## src/rtl/swab_pkg.sv

```systemverilog
// ---------------------------------------------------------------------------
// swab_pkg
// Shared widths, record layouts and codes of the sensor window averager.
// ---------------------------------------------------------------------------
`default_nettype none

package swab_pkg;

    localparam int MAX_WINDOW = 64;

    localparam int PTR_W  = $clog2(MAX_WINDOW);
    localparam int CNT_W  = $clog2(MAX_WINDOW + 1);
    localparam int CFG_W  = 7;
    localparam int CMP_W  = (CFG_W > CNT_W) ? CFG_W : CNT_W;

    localparam int TEMP_W = 15;
    localparam int HUM_W  = 14;
    localparam int TIME_W = 32;
    localparam int SUM_W  = TEMP_W + PTR_W;
    localparam int STEP_W = $clog2(SUM_W);

    localparam logic [CFG_W-1:0] WIN_LEN_RESET = CFG_W'(64);

    localparam logic [SUM_W-1:0]  TEMP_MIN_MAG = SUM_W'(2 ** (TEMP_W - 1));
    localparam logic [SUM_W-1:0]  TEMP_MAX     = SUM_W'(2 ** (TEMP_W - 1) - 1);
    localparam logic [SUM_W-1:0]  HUM_MAX      = SUM_W'(2 ** HUM_W - 1);

    localparam logic OP_STORE = 1'b0;
    localparam logic OP_CLEAR = 1'b1;

    localparam logic [1:0] ST_VALID    = 2'd0;
    localparam logic [1:0] ST_NOT_FULL = 2'd1;
    localparam logic [1:0] ST_EMPTY    = 2'd2;

    typedef struct packed {
        logic [TIME_W-1:0]        stamp;
        logic [HUM_W-1:0]         hum;
        logic signed [TEMP_W-1:0] temp;
    } t_entry;

    typedef struct packed {
        logic [CNT_W-1:0]         fill_count;
        logic [TIME_W-1:0]        newest_time;
        logic [HUM_W-1:0]         newest_humidity;
        logic signed [TEMP_W-1:0] newest_temperature;
        logic [HUM_W-1:0]         mean_humidity;
        logic signed [TEMP_W-1:0] mean_temperature;
    } t_out;

    localparam int ENTRY_W     = $bits(t_entry);
    localparam int OUT_W       = $bits(t_out);
    localparam int IN_TDATA_W  = ((ENTRY_W + 7) / 8) * 8;
    localparam int OUT_TDATA_W = ((OUT_W + 7) / 8) * 8;

endpackage

`default_nettype wire

```

## src/rtl/sensor_window_average_buffer_unit.sv

```systemverilog
// ---------------------------------------------------------------------------
// sensor_window_average_buffer_unit
// Moving average over a circular store of temperature/humidity samples.
//
// Input stream: s_tuser selects store (0) or clear (1); s_tdata carries the
// sample. Every request yields exactly one result on the output stream,
// m_tuser giving the status (valid, window not full, empty).
// One request is worked on at a time; s_tready is high while the unit waits
// for work. A clear goes straight to S_OUT, a store into a window that is
// not yet full passes S_UPD first, and a store that fills the window passes
// S_UPD, S_STT/S_WTT and S_STH/S_WTH, where the serial divider computes the
// two means one after the other. The output register holds a finished
// result while the receiver stalls, and the next request is taken meanwhile;
// its result waits until the register is free. The window length is written
// through i_cfg_we/i_cfg_wdata; the user must do so only while idle, which
// the unit does not enforce. It is saturated to 1..64. Reset empties the
// window and sets the length to 64; the sample memory itself is not cleared.
// ---------------------------------------------------------------------------
`default_nettype none

module sensor_window_average_buffer_unit (
    input  wire logic                             i_clk,
    input  wire logic                             i_rst_n,
    input  wire logic                             i_cfg_we,
    input  wire logic [swab_pkg::CFG_W-1:0]       i_cfg_wdata,
    input  wire logic                             s_tvalid,
    output logic                                  s_tready,
    // [14:0] temperature, [28:15] humidity, [60:29] timestamp
    input  wire logic [swab_pkg::IN_TDATA_W-1:0]  s_tdata,
    // [0] opcode
    input  wire logic                             s_tuser,
    output logic                                  m_tvalid,
    input  wire logic                             m_tready,
    // [14:0] mean_temperature, [28:15] mean_humidity, [43:29] newest_temperature,
    // [57:44] newest_humidity, [89:58] newest_time, [96:90] fill_count
    output logic [swab_pkg::OUT_TDATA_W-1:0]      m_tdata,
    // [1:0] status
    output logic [1:0]                            m_tuser
);

    localparam int SW = swab_pkg::SUM_W;
    localparam int CW = swab_pkg::CNT_W;
    localparam int PW = swab_pkg::PTR_W;
    localparam int TW = swab_pkg::TEMP_W;
    localparam int HW = swab_pkg::HUM_W;

    localparam logic [2:0] S_IDLE = 3'd0;
    localparam logic [2:0] S_UPD  = 3'd1;
    localparam logic [2:0] S_STT  = 3'd2;
    localparam logic [2:0] S_WTT  = 3'd3;
    localparam logic [2:0] S_STH  = 3'd4;
    localparam logic [2:0] S_WTH  = 3'd5;
    localparam logic [2:0] S_OUT  = 3'd6;

    logic [2:0]                   r_state;
    logic [2:0]                   n_state;
    logic [swab_pkg::CFG_W-1:0]   r_win_len;
    logic [PW-1:0]                r_wp;
    logic [PW-1:0]                n_wp;
    logic [CW-1:0]                r_cnt;
    logic [CW-1:0]                n_cnt;
    logic signed [SW-1:0]         r_tsum;
    logic signed [SW-1:0]         n_tsum;
    logic signed [SW-1:0]         r_hsum;
    logic signed [SW-1:0]         n_hsum;
    logic                         r_m_valid;
    swab_pkg::t_out               r_m_data;
    logic [1:0]                   r_m_status;

    swab_pkg::t_entry             r_in;
    swab_pkg::t_entry             w_rd;
    logic [1:0]                   r_res_st;
    logic signed [TW-1:0]         r_res_mt;
    logic [HW-1:0]                r_res_mh;

    logic                         w_in_acc;
    logic                         w_out_load;
    logic [swab_pkg::CMP_W-1:0]   w_len_ext;
    logic [CW-1:0]                w_len;
    logic                         w_evict;
    logic signed [SW-1:0]         w_old_t;
    logic signed [SW-1:0]         w_old_h;
    logic [PW:0]                  w_nxt;
    logic                         w_wrap;

    logic                         w_div_start;
    logic [SW-1:0]                w_div_dvd;
    logic                         w_div_done;
    logic [SW-1:0]                w_quo;
    logic [SW-1:0]                w_neg_quo;
    logic signed [TW-1:0]         w_mt;
    logic [HW-1:0]                w_mh;

    assign s_tready   = (r_state == S_IDLE);
    assign w_in_acc   = s_tvalid && s_tready;
    assign w_out_load = (r_state == S_OUT) && (!r_m_valid || m_tready);

    always_comb begin
        w_len_ext = swab_pkg::CMP_W'(r_win_len);
        if (w_len_ext == '0) begin
            w_len = CW'(1);
        end else if (w_len_ext > swab_pkg::CMP_W'(swab_pkg::MAX_WINDOW)) begin
            w_len = CW'(swab_pkg::MAX_WINDOW);
        end else begin
            w_len = CW'(w_len_ext);
        end
    end

    always_comb begin
        w_evict = (r_cnt >= w_len);
        w_old_t = w_evict ? SW'(w_rd.temp) : '0;
        w_old_h = w_evict ? SW'(w_rd.hum) : '0;
        n_tsum  = r_tsum - w_old_t + SW'(r_in.temp);
        n_hsum  = r_hsum - w_old_h + SW'(r_in.hum);
        w_nxt   = {1'b0, r_wp} + (PW + 1)'(1);
        w_wrap  = (CW'(w_nxt) >= w_len);
        n_wp    = w_wrap ? '0 : r_wp + PW'(1);
        n_cnt   = (r_cnt < w_len) ? r_cnt + CW'(1) : w_len;
    end

    always_comb begin
        n_state = r_state;
        unique case (r_state)
            S_IDLE: begin
                if (w_in_acc) begin
                    n_state = (s_tuser == swab_pkg::OP_CLEAR) ? S_OUT : S_UPD;
                end
            end
            S_UPD:  n_state = (n_cnt == w_len) ? S_STT : S_OUT;
            S_STT:  n_state = S_WTT;
            S_WTT:  n_state = w_div_done ? S_STH : S_WTT;
            S_STH:  n_state = S_WTH;
            S_WTH:  n_state = w_div_done ? S_OUT : S_WTH;
            S_OUT:  n_state = w_out_load ? S_IDLE : S_OUT;
            default: n_state = S_IDLE;
        endcase
    end

    always_comb begin
        w_div_start = (r_state == S_STT) || (r_state == S_STH);
        if (r_state == S_STT) begin
            w_div_dvd = r_tsum[SW-1] ? $unsigned(-r_tsum) : $unsigned(r_tsum);
        end else begin
            w_div_dvd = r_hsum[SW-1] ? $unsigned(-r_hsum) : $unsigned(r_hsum);
        end
    end

    always_comb begin
        w_neg_quo = ~w_quo + SW'(1);
        if (r_tsum[SW-1]) begin
            w_mt = (w_quo > swab_pkg::TEMP_MIN_MAG) ? TW'(swab_pkg::TEMP_MIN_MAG)
                                                    : TW'(w_neg_quo);
        end else begin
            w_mt = (w_quo > swab_pkg::TEMP_MAX) ? TW'(swab_pkg::TEMP_MAX) : TW'(w_quo);
        end
        if (r_hsum[SW-1]) begin
            w_mh = '0;
        end else begin
            w_mh = (w_quo > swab_pkg::HUM_MAX) ? HW'(swab_pkg::HUM_MAX) : HW'(w_quo);
        end
    end

    swab_store u_store (
        .i_clk     (i_clk),
        .i_wr_en   (r_state == S_UPD),
        .i_wr_addr (r_wp),
        .i_wr_data (r_in),
        .i_rd_en   (w_in_acc && (s_tuser == swab_pkg::OP_STORE)),
        .i_rd_addr (r_wp),
        .o_rd_data (w_rd)
    );

    swab_div u_div (
        .i_clk      (i_clk),
        .i_rst_n    (i_rst_n),
        .i_start    (w_div_start),
        .i_dividend (w_div_dvd),
        .i_divisor  (w_len),
        .o_done     (w_div_done),
        .o_quotient (w_quo)
    );

    always_ff @(posedge i_clk) begin
        if (!i_rst_n) begin
            r_state   <= S_IDLE;
            r_win_len <= swab_pkg::WIN_LEN_RESET;
            r_wp      <= '0;
            r_cnt     <= '0;
            r_tsum    <= '0;
            r_hsum    <= '0;
            r_m_valid <= 1'b0;
        end else begin
            r_state <= n_state;
            if (i_cfg_we) begin
                r_win_len <= i_cfg_wdata;
            end
            if (w_in_acc && (s_tuser == swab_pkg::OP_CLEAR)) begin
                r_wp   <= '0;
                r_cnt  <= '0;
                r_tsum <= '0;
                r_hsum <= '0;
            end else if (r_state == S_UPD) begin
                r_wp   <= n_wp;
                r_cnt  <= n_cnt;
                r_tsum <= n_tsum;
                r_hsum <= n_hsum;
            end
            if (w_out_load) begin
                r_m_valid <= 1'b1;
            end else if (m_tready) begin
                r_m_valid <= 1'b0;
            end
        end
    end

    always_ff @(posedge i_clk) begin
        if (w_in_acc) begin
            r_in     <= swab_pkg::t_entry'(s_tdata[swab_pkg::ENTRY_W-1:0]);
            r_res_st <= (s_tuser == swab_pkg::OP_CLEAR) ? swab_pkg::ST_EMPTY
                                                       : swab_pkg::ST_NOT_FULL;
            r_res_mt <= '0;
            r_res_mh <= '0;
        end
        if ((r_state == S_UPD) && (n_cnt == w_len)) begin
            r_res_st <= swab_pkg::ST_VALID;
        end
        if ((r_state == S_WTT) && w_div_done) begin
            r_res_mt <= w_mt;
        end
        if ((r_state == S_WTH) && w_div_done) begin
            r_res_mh <= w_mh;
        end
        if (w_out_load) begin
            r_m_status                  <= r_res_st;
            r_m_data.mean_temperature   <= r_res_mt;
            r_m_data.mean_humidity      <= r_res_mh;
            r_m_data.fill_count         <= r_cnt;
            if (r_res_st == swab_pkg::ST_EMPTY) begin
                r_m_data.newest_temperature <= '0;
                r_m_data.newest_humidity    <= '0;
                r_m_data.newest_time        <= '0;
            end else begin
                r_m_data.newest_temperature <= r_in.temp;
                r_m_data.newest_humidity    <= r_in.hum;
                r_m_data.newest_time        <= r_in.stamp;
            end
        end
    end

    assign m_tvalid = r_m_valid;
    assign m_tdata  = swab_pkg::OUT_TDATA_W'(r_m_data);
    assign m_tuser  = r_m_status;

    a_cnt_bound: assert property (@(posedge i_clk) disable iff (!i_rst_n)
        r_cnt <= CW'(swab_pkg::MAX_WINDOW))
        else $error("fill count above maximum window");

    a_clear_empties: assert property (@(posedge i_clk) disable iff (!i_rst_n)
        w_in_acc && (s_tuser == swab_pkg::OP_CLEAR)
        |=> (r_cnt == '0) && (r_wp == '0) && (r_tsum == '0) && (r_hsum == '0))
        else $error("clear did not empty the window");

    a_div_done_state: assert property (@(posedge i_clk) disable iff (!i_rst_n)
        w_div_done |-> (r_state == S_WTT) || (r_state == S_WTH))
        else $error("divider finished outside a wait state");

    a_valid_full: assert property (@(posedge i_clk) disable iff (!i_rst_n)
        m_tvalid && (m_tuser == swab_pkg::ST_VALID) |-> r_m_data.fill_count == w_len)
        else $error("valid status with window not full");

endmodule

`default_nettype wire

```

## src/rtl/swab_store.sv

```systemverilog
// ---------------------------------------------------------------------------
// swab_store
// Sample memory: one write port, one read port, registered read data.
// ---------------------------------------------------------------------------
`default_nettype none

module swab_store (
    input  wire logic                       i_clk,
    input  wire logic                       i_wr_en,
    input  wire logic [swab_pkg::PTR_W-1:0] i_wr_addr,
    input  wire swab_pkg::t_entry           i_wr_data,
    input  wire logic                       i_rd_en,
    input  wire logic [swab_pkg::PTR_W-1:0] i_rd_addr,
    output swab_pkg::t_entry                o_rd_data
);

    swab_pkg::t_entry r_mem [swab_pkg::MAX_WINDOW];
    swab_pkg::t_entry r_rd_data;

    always_ff @(posedge i_clk) begin
        if (i_wr_en) begin
            r_mem[i_wr_addr] <= i_wr_data;
        end
    end

    always_ff @(posedge i_clk) begin
        if (i_rd_en) begin
            r_rd_data <= r_mem[i_rd_addr];
        end
    end

    assign o_rd_data = r_rd_data;

endmodule

`default_nettype wire

```

## src/rtl/swab_div.sv

```systemverilog
// ---------------------------------------------------------------------------
// swab_div
// Serial restoring divider: one quotient bit per cycle, unsigned operands.
// ---------------------------------------------------------------------------
`default_nettype none

module swab_div (
    input  wire logic                       i_clk,
    input  wire logic                       i_rst_n,
    input  wire logic                       i_start,
    input  wire logic [swab_pkg::SUM_W-1:0] i_dividend,
    input  wire logic [swab_pkg::CNT_W-1:0] i_divisor,
    output logic                            o_done,
    output logic [swab_pkg::SUM_W-1:0]      o_quotient
);

    localparam int SW = swab_pkg::SUM_W;
    localparam int CW = swab_pkg::CNT_W;

    logic                            r_busy;
    logic                            r_done;
    logic [swab_pkg::STEP_W-1:0]     r_step;
    logic [SW-1:0]                   r_quo;
    logic [CW-1:0]                   r_rem;
    logic [CW-1:0]                   r_dvs;

    logic [CW:0]                     w_trial;
    logic [CW:0]                     w_diff;
    logic                            w_ge;
    logic [SW-1:0]                   n_quo;
    logic [CW-1:0]                   n_rem;

    always_comb begin
        w_trial = {r_rem, r_quo[SW-1]};
        w_diff  = w_trial - {1'b0, r_dvs};
        w_ge    = (w_trial >= {1'b0, r_dvs});
        n_quo   = {r_quo[SW-2:0], w_ge};
        n_rem   = w_ge ? w_diff[CW-1:0] : w_trial[CW-1:0];
    end

    always_ff @(posedge i_clk) begin
        if (!i_rst_n) begin
            r_busy <= 1'b0;
            r_done <= 1'b0;
            r_step <= '0;
        end else begin
            r_done <= 1'b0;
            if (i_start) begin
                r_busy <= 1'b1;
                r_step <= swab_pkg::STEP_W'(SW - 1);
            end else if (r_busy) begin
                if (r_step == '0) begin
                    r_busy <= 1'b0;
                    r_done <= 1'b1;
                end else begin
                    r_step <= r_step - swab_pkg::STEP_W'(1);
                end
            end
        end
    end

    always_ff @(posedge i_clk) begin
        if (i_start) begin
            r_quo <= i_dividend;
            r_rem <= '0;
            r_dvs <= i_divisor;
        end else if (r_busy) begin
            r_quo <= n_quo;
            r_rem <= n_rem;
        end
    end

    assign o_done     = r_done;
    assign o_quotient = r_quo;

endmodule

`default_nettype wire

```

## config.mk

```make
export PLATFORM = sky130hd
export DESIGN_NAME = sensor_window_average_buffer_unit
export DESIGN_NICKNAME = d
export VERILOG_FILES = /design/src/rtl/swab_pkg.sv /design/src/rtl/sensor_window_average_buffer_unit.sv /design/src/rtl/swab_store.sv /design/src/rtl/swab_div.sv
export SDC_FILE = /design/constraint.sdc
export NUM_CORES = 2
export LEC_CHECK = 0
export BUFFER_PORTS_ARGS = -buffer_cell sky130_fd_sc_hd__buf_2
export CAP_MARGIN = 20
export CORE_MARGIN = 1
export CORE_UTILIZATION = 40
export DETAILED_ROUTE_END_ITERATION = 10
export PLACE_DENSITY = 0.58
export SKIP_CTS_REPAIR_TIMING = 1
export SLEW_MARGIN = 20
export SYNTH_ARGS = -nofsm -noshare
export SYNTH_HDL_FRONTEND = slang
export SYNTH_HIERARCHICAL = 1
export SYNTH_SLANG_ARGS = --single-unit
```

## constraint.sdc

```tcl
create_clock -name i_clk -period 11.8 [get_ports i_clk]
set_input_delay 1.77 -clock i_clk [delete_from_list [all_inputs] [get_ports i_clk]]
set_output_delay 1.77 -clock i_clk [all_outputs]
set_load 0.02 [all_outputs]
```

==> results.yml <==
route:
  vias_per_cell: 5.619
  drcViolationCount: 0
  wl_per_cell_um: 27.45
  antenna_left: 0
  wl_mm: 223.1
  drtIter0Drc: 4769
  drtPass1Iterations: 5
  num_vias: 45670
finish:
  nets: 5177
  layout.cells.non_filler: 8129
  drive_gt1_share_pct: 23.56
  area_delta_synth_final_pct: 12.92
  layout_common_cells: "edfxtp_1, mux4_2, clkbuf_16, nor2_1, inv_1"
  final_common_cell: "edfxtp_1"
  design_area_sq_um: 100000
pwr:
  vdd_ir_drop_max_uv: 138.6
  power_density_nw_per_um2: 209.8
  power.leakage_nw: 31.31
placed_design:
  hpwl_mm: 125.3
  post-place-cells: 7729
  place_congestion: 0.8645
  place_area_sq_um: 93180
  port_buffers: 174
timing:
  fin_setup_tns_ps: 0
  clock_skew_ps: 63.58
  min_period_ps: 5175
  slew_headroom_pct: 23.54
  worst_slew_pin_slew_ps: 1144
  slew_viol_final: 0
  fmax_mhz: 193.2
  finalSetupViolCount: 0
  finalCritPeriodShare_pct: 43.85
  rsz0062_at_grt: "false"
  hold_viol_final: 0
floorplanning:
  io_pins: 185
  die_area_sq_um: 223400
  die_w_um: 472.6
  fp-row-count: 172
  core_area_sq_um: 219900
  start_util_pct: 40.28
  die_y_um: 472.6
global_routing:
  track_usage_pct: 19.82
  grt_pass1_wl_mm: 320.1
  grt-ovfl-total: 0
  grt_pass1_vias: 45720
  antenna_found_initial: 11
  grt_max_degree: 90
clock_network:
  clk_latency_ps: 860
  cts_tree: "built"
  clkTransAtPathRegs_ps: 60
  cts_root_buf: "clkbuf_16"
  numCtsBuffers: 212
  cts_sinks: 2184
  clock_path_buffers: 3
  htreeDepth: 4
synthesis:
  syn_avg_cell_area_sq_um: 18.47
  syn_inst: 4796
  syn_area_sq_um: 88600
  ys_warn_count: 6
critical_path:
  crit_type: "reg -> reg"
  crit_path_max_fanout: 29
  cp.required_ps: 12570
  critPathArrivalTime_ps: 5940
  reg2reg_slack_ps: 6630
  startpoint_type: "flip-flop"
  cp-end-kind: "flip-flop"
outcome:
  outcome: "finished clean"
worst_hold_path:
  hp-class: "reg -> reg"
job:
  drv_cap: 0
## critical path: stages, from the launching register on
cell,delay (ps)
dfxtp_1,570
inv_1,220
nand2_1,200
ha_1,270
a21oi_1,140
o21ai_0,240
a21oi_2,180
buf_4,360
nor2b_1,120
fa_1,490
inv_1,40
ha_1,330
nand2_1,90
or4b_1,470
o21a_1,260
nor3b_1,430
nand2b_1,250
mux2_2,360
nand3_1,80
## power by group
group / switching, mW / internal (mW) / total [mW]
Clock: 2.93 / 3.66 / 6.59
Sequential: 0.280 / 9.31 / 9.59
Combinational: 3.01 / 1.80 / 4.81
## metal layers
| layer | wire length (um) | track usage, % |
|---|---|---|
| met1 | 95680 | 27.84 |
| met2 | 106000 | 31.94 |
| met3 | 16390 | 3.704 |
| met4 | 5029 | 4.803 |
| met5 | 13 | 0 |
## through the flow
| stage | power (mW) | util (%) | setup slack [ps] | hold WS [ps] |
|---|---|---|---|---|
| floorplan | 13.13 | - | 2567 | 400.3 |
| global placement | 14.50 | 42.37 | 6642 | 406.8 |
| detailed placement | 14.58 | 42.37 | 6641 | 404.5 |
| CTS | 21.18 | 45.42 | 6608 | 376.4 |
| global route | 21.91 | 45.48 | 6179 | 398.5 |
| finish | 20.99 | 45.48 | 6625 | 381.6 |
## path summary, 6_finish.rpt
| path | startpoint | end | cells after the start |
|---|---|---|---|
| setup reg to reg | r_win_len[6]$_SDFFE_PN1P_ | r_hsum[20]$_SDFFE_PP0P_ | 18 |
| hold reg to reg | r_res_mh[7]$_SDFFCE_PP0P_ | m_tdata[22]$_DFFE_PP_ | 0 |
| setup / recovery | r_win_len[6]$_SDFFE_PN1P_ | r_hsum[20]$_SDFFE_PP0P_ | 18 |
| hold / removal | r_res_mh[7]$_SDFFCE_PP0P_ | m_tdata[22]$_DFFE_PP_ | 0 |
## flip-flops by register name, summed over array words and instances (netlist names), 14 cells and up
name               count
u_store/r_mem       1856
m_tdata               97
r_in                  61
u_store/o_rd_data     29
r_hsum                21
r_tsum                21
u_div/o_quotient      21
r_res_mt              15
r_res_mh              14
## layout make-up
type,count,area [sq um]
Sequential cell,2184,64780
Multi-Input combinational cell,2101,22120
Clock buffer,277,5632
Inverter,180,675.6
Fill cell,18810,119900
Tap cell,2958,3701
Clock inverter,113,1089
Timing Repair Buffer,311,2037
Antenna cell,5,12.51
No activity file was read; power rests on OpenSTA's default activity.
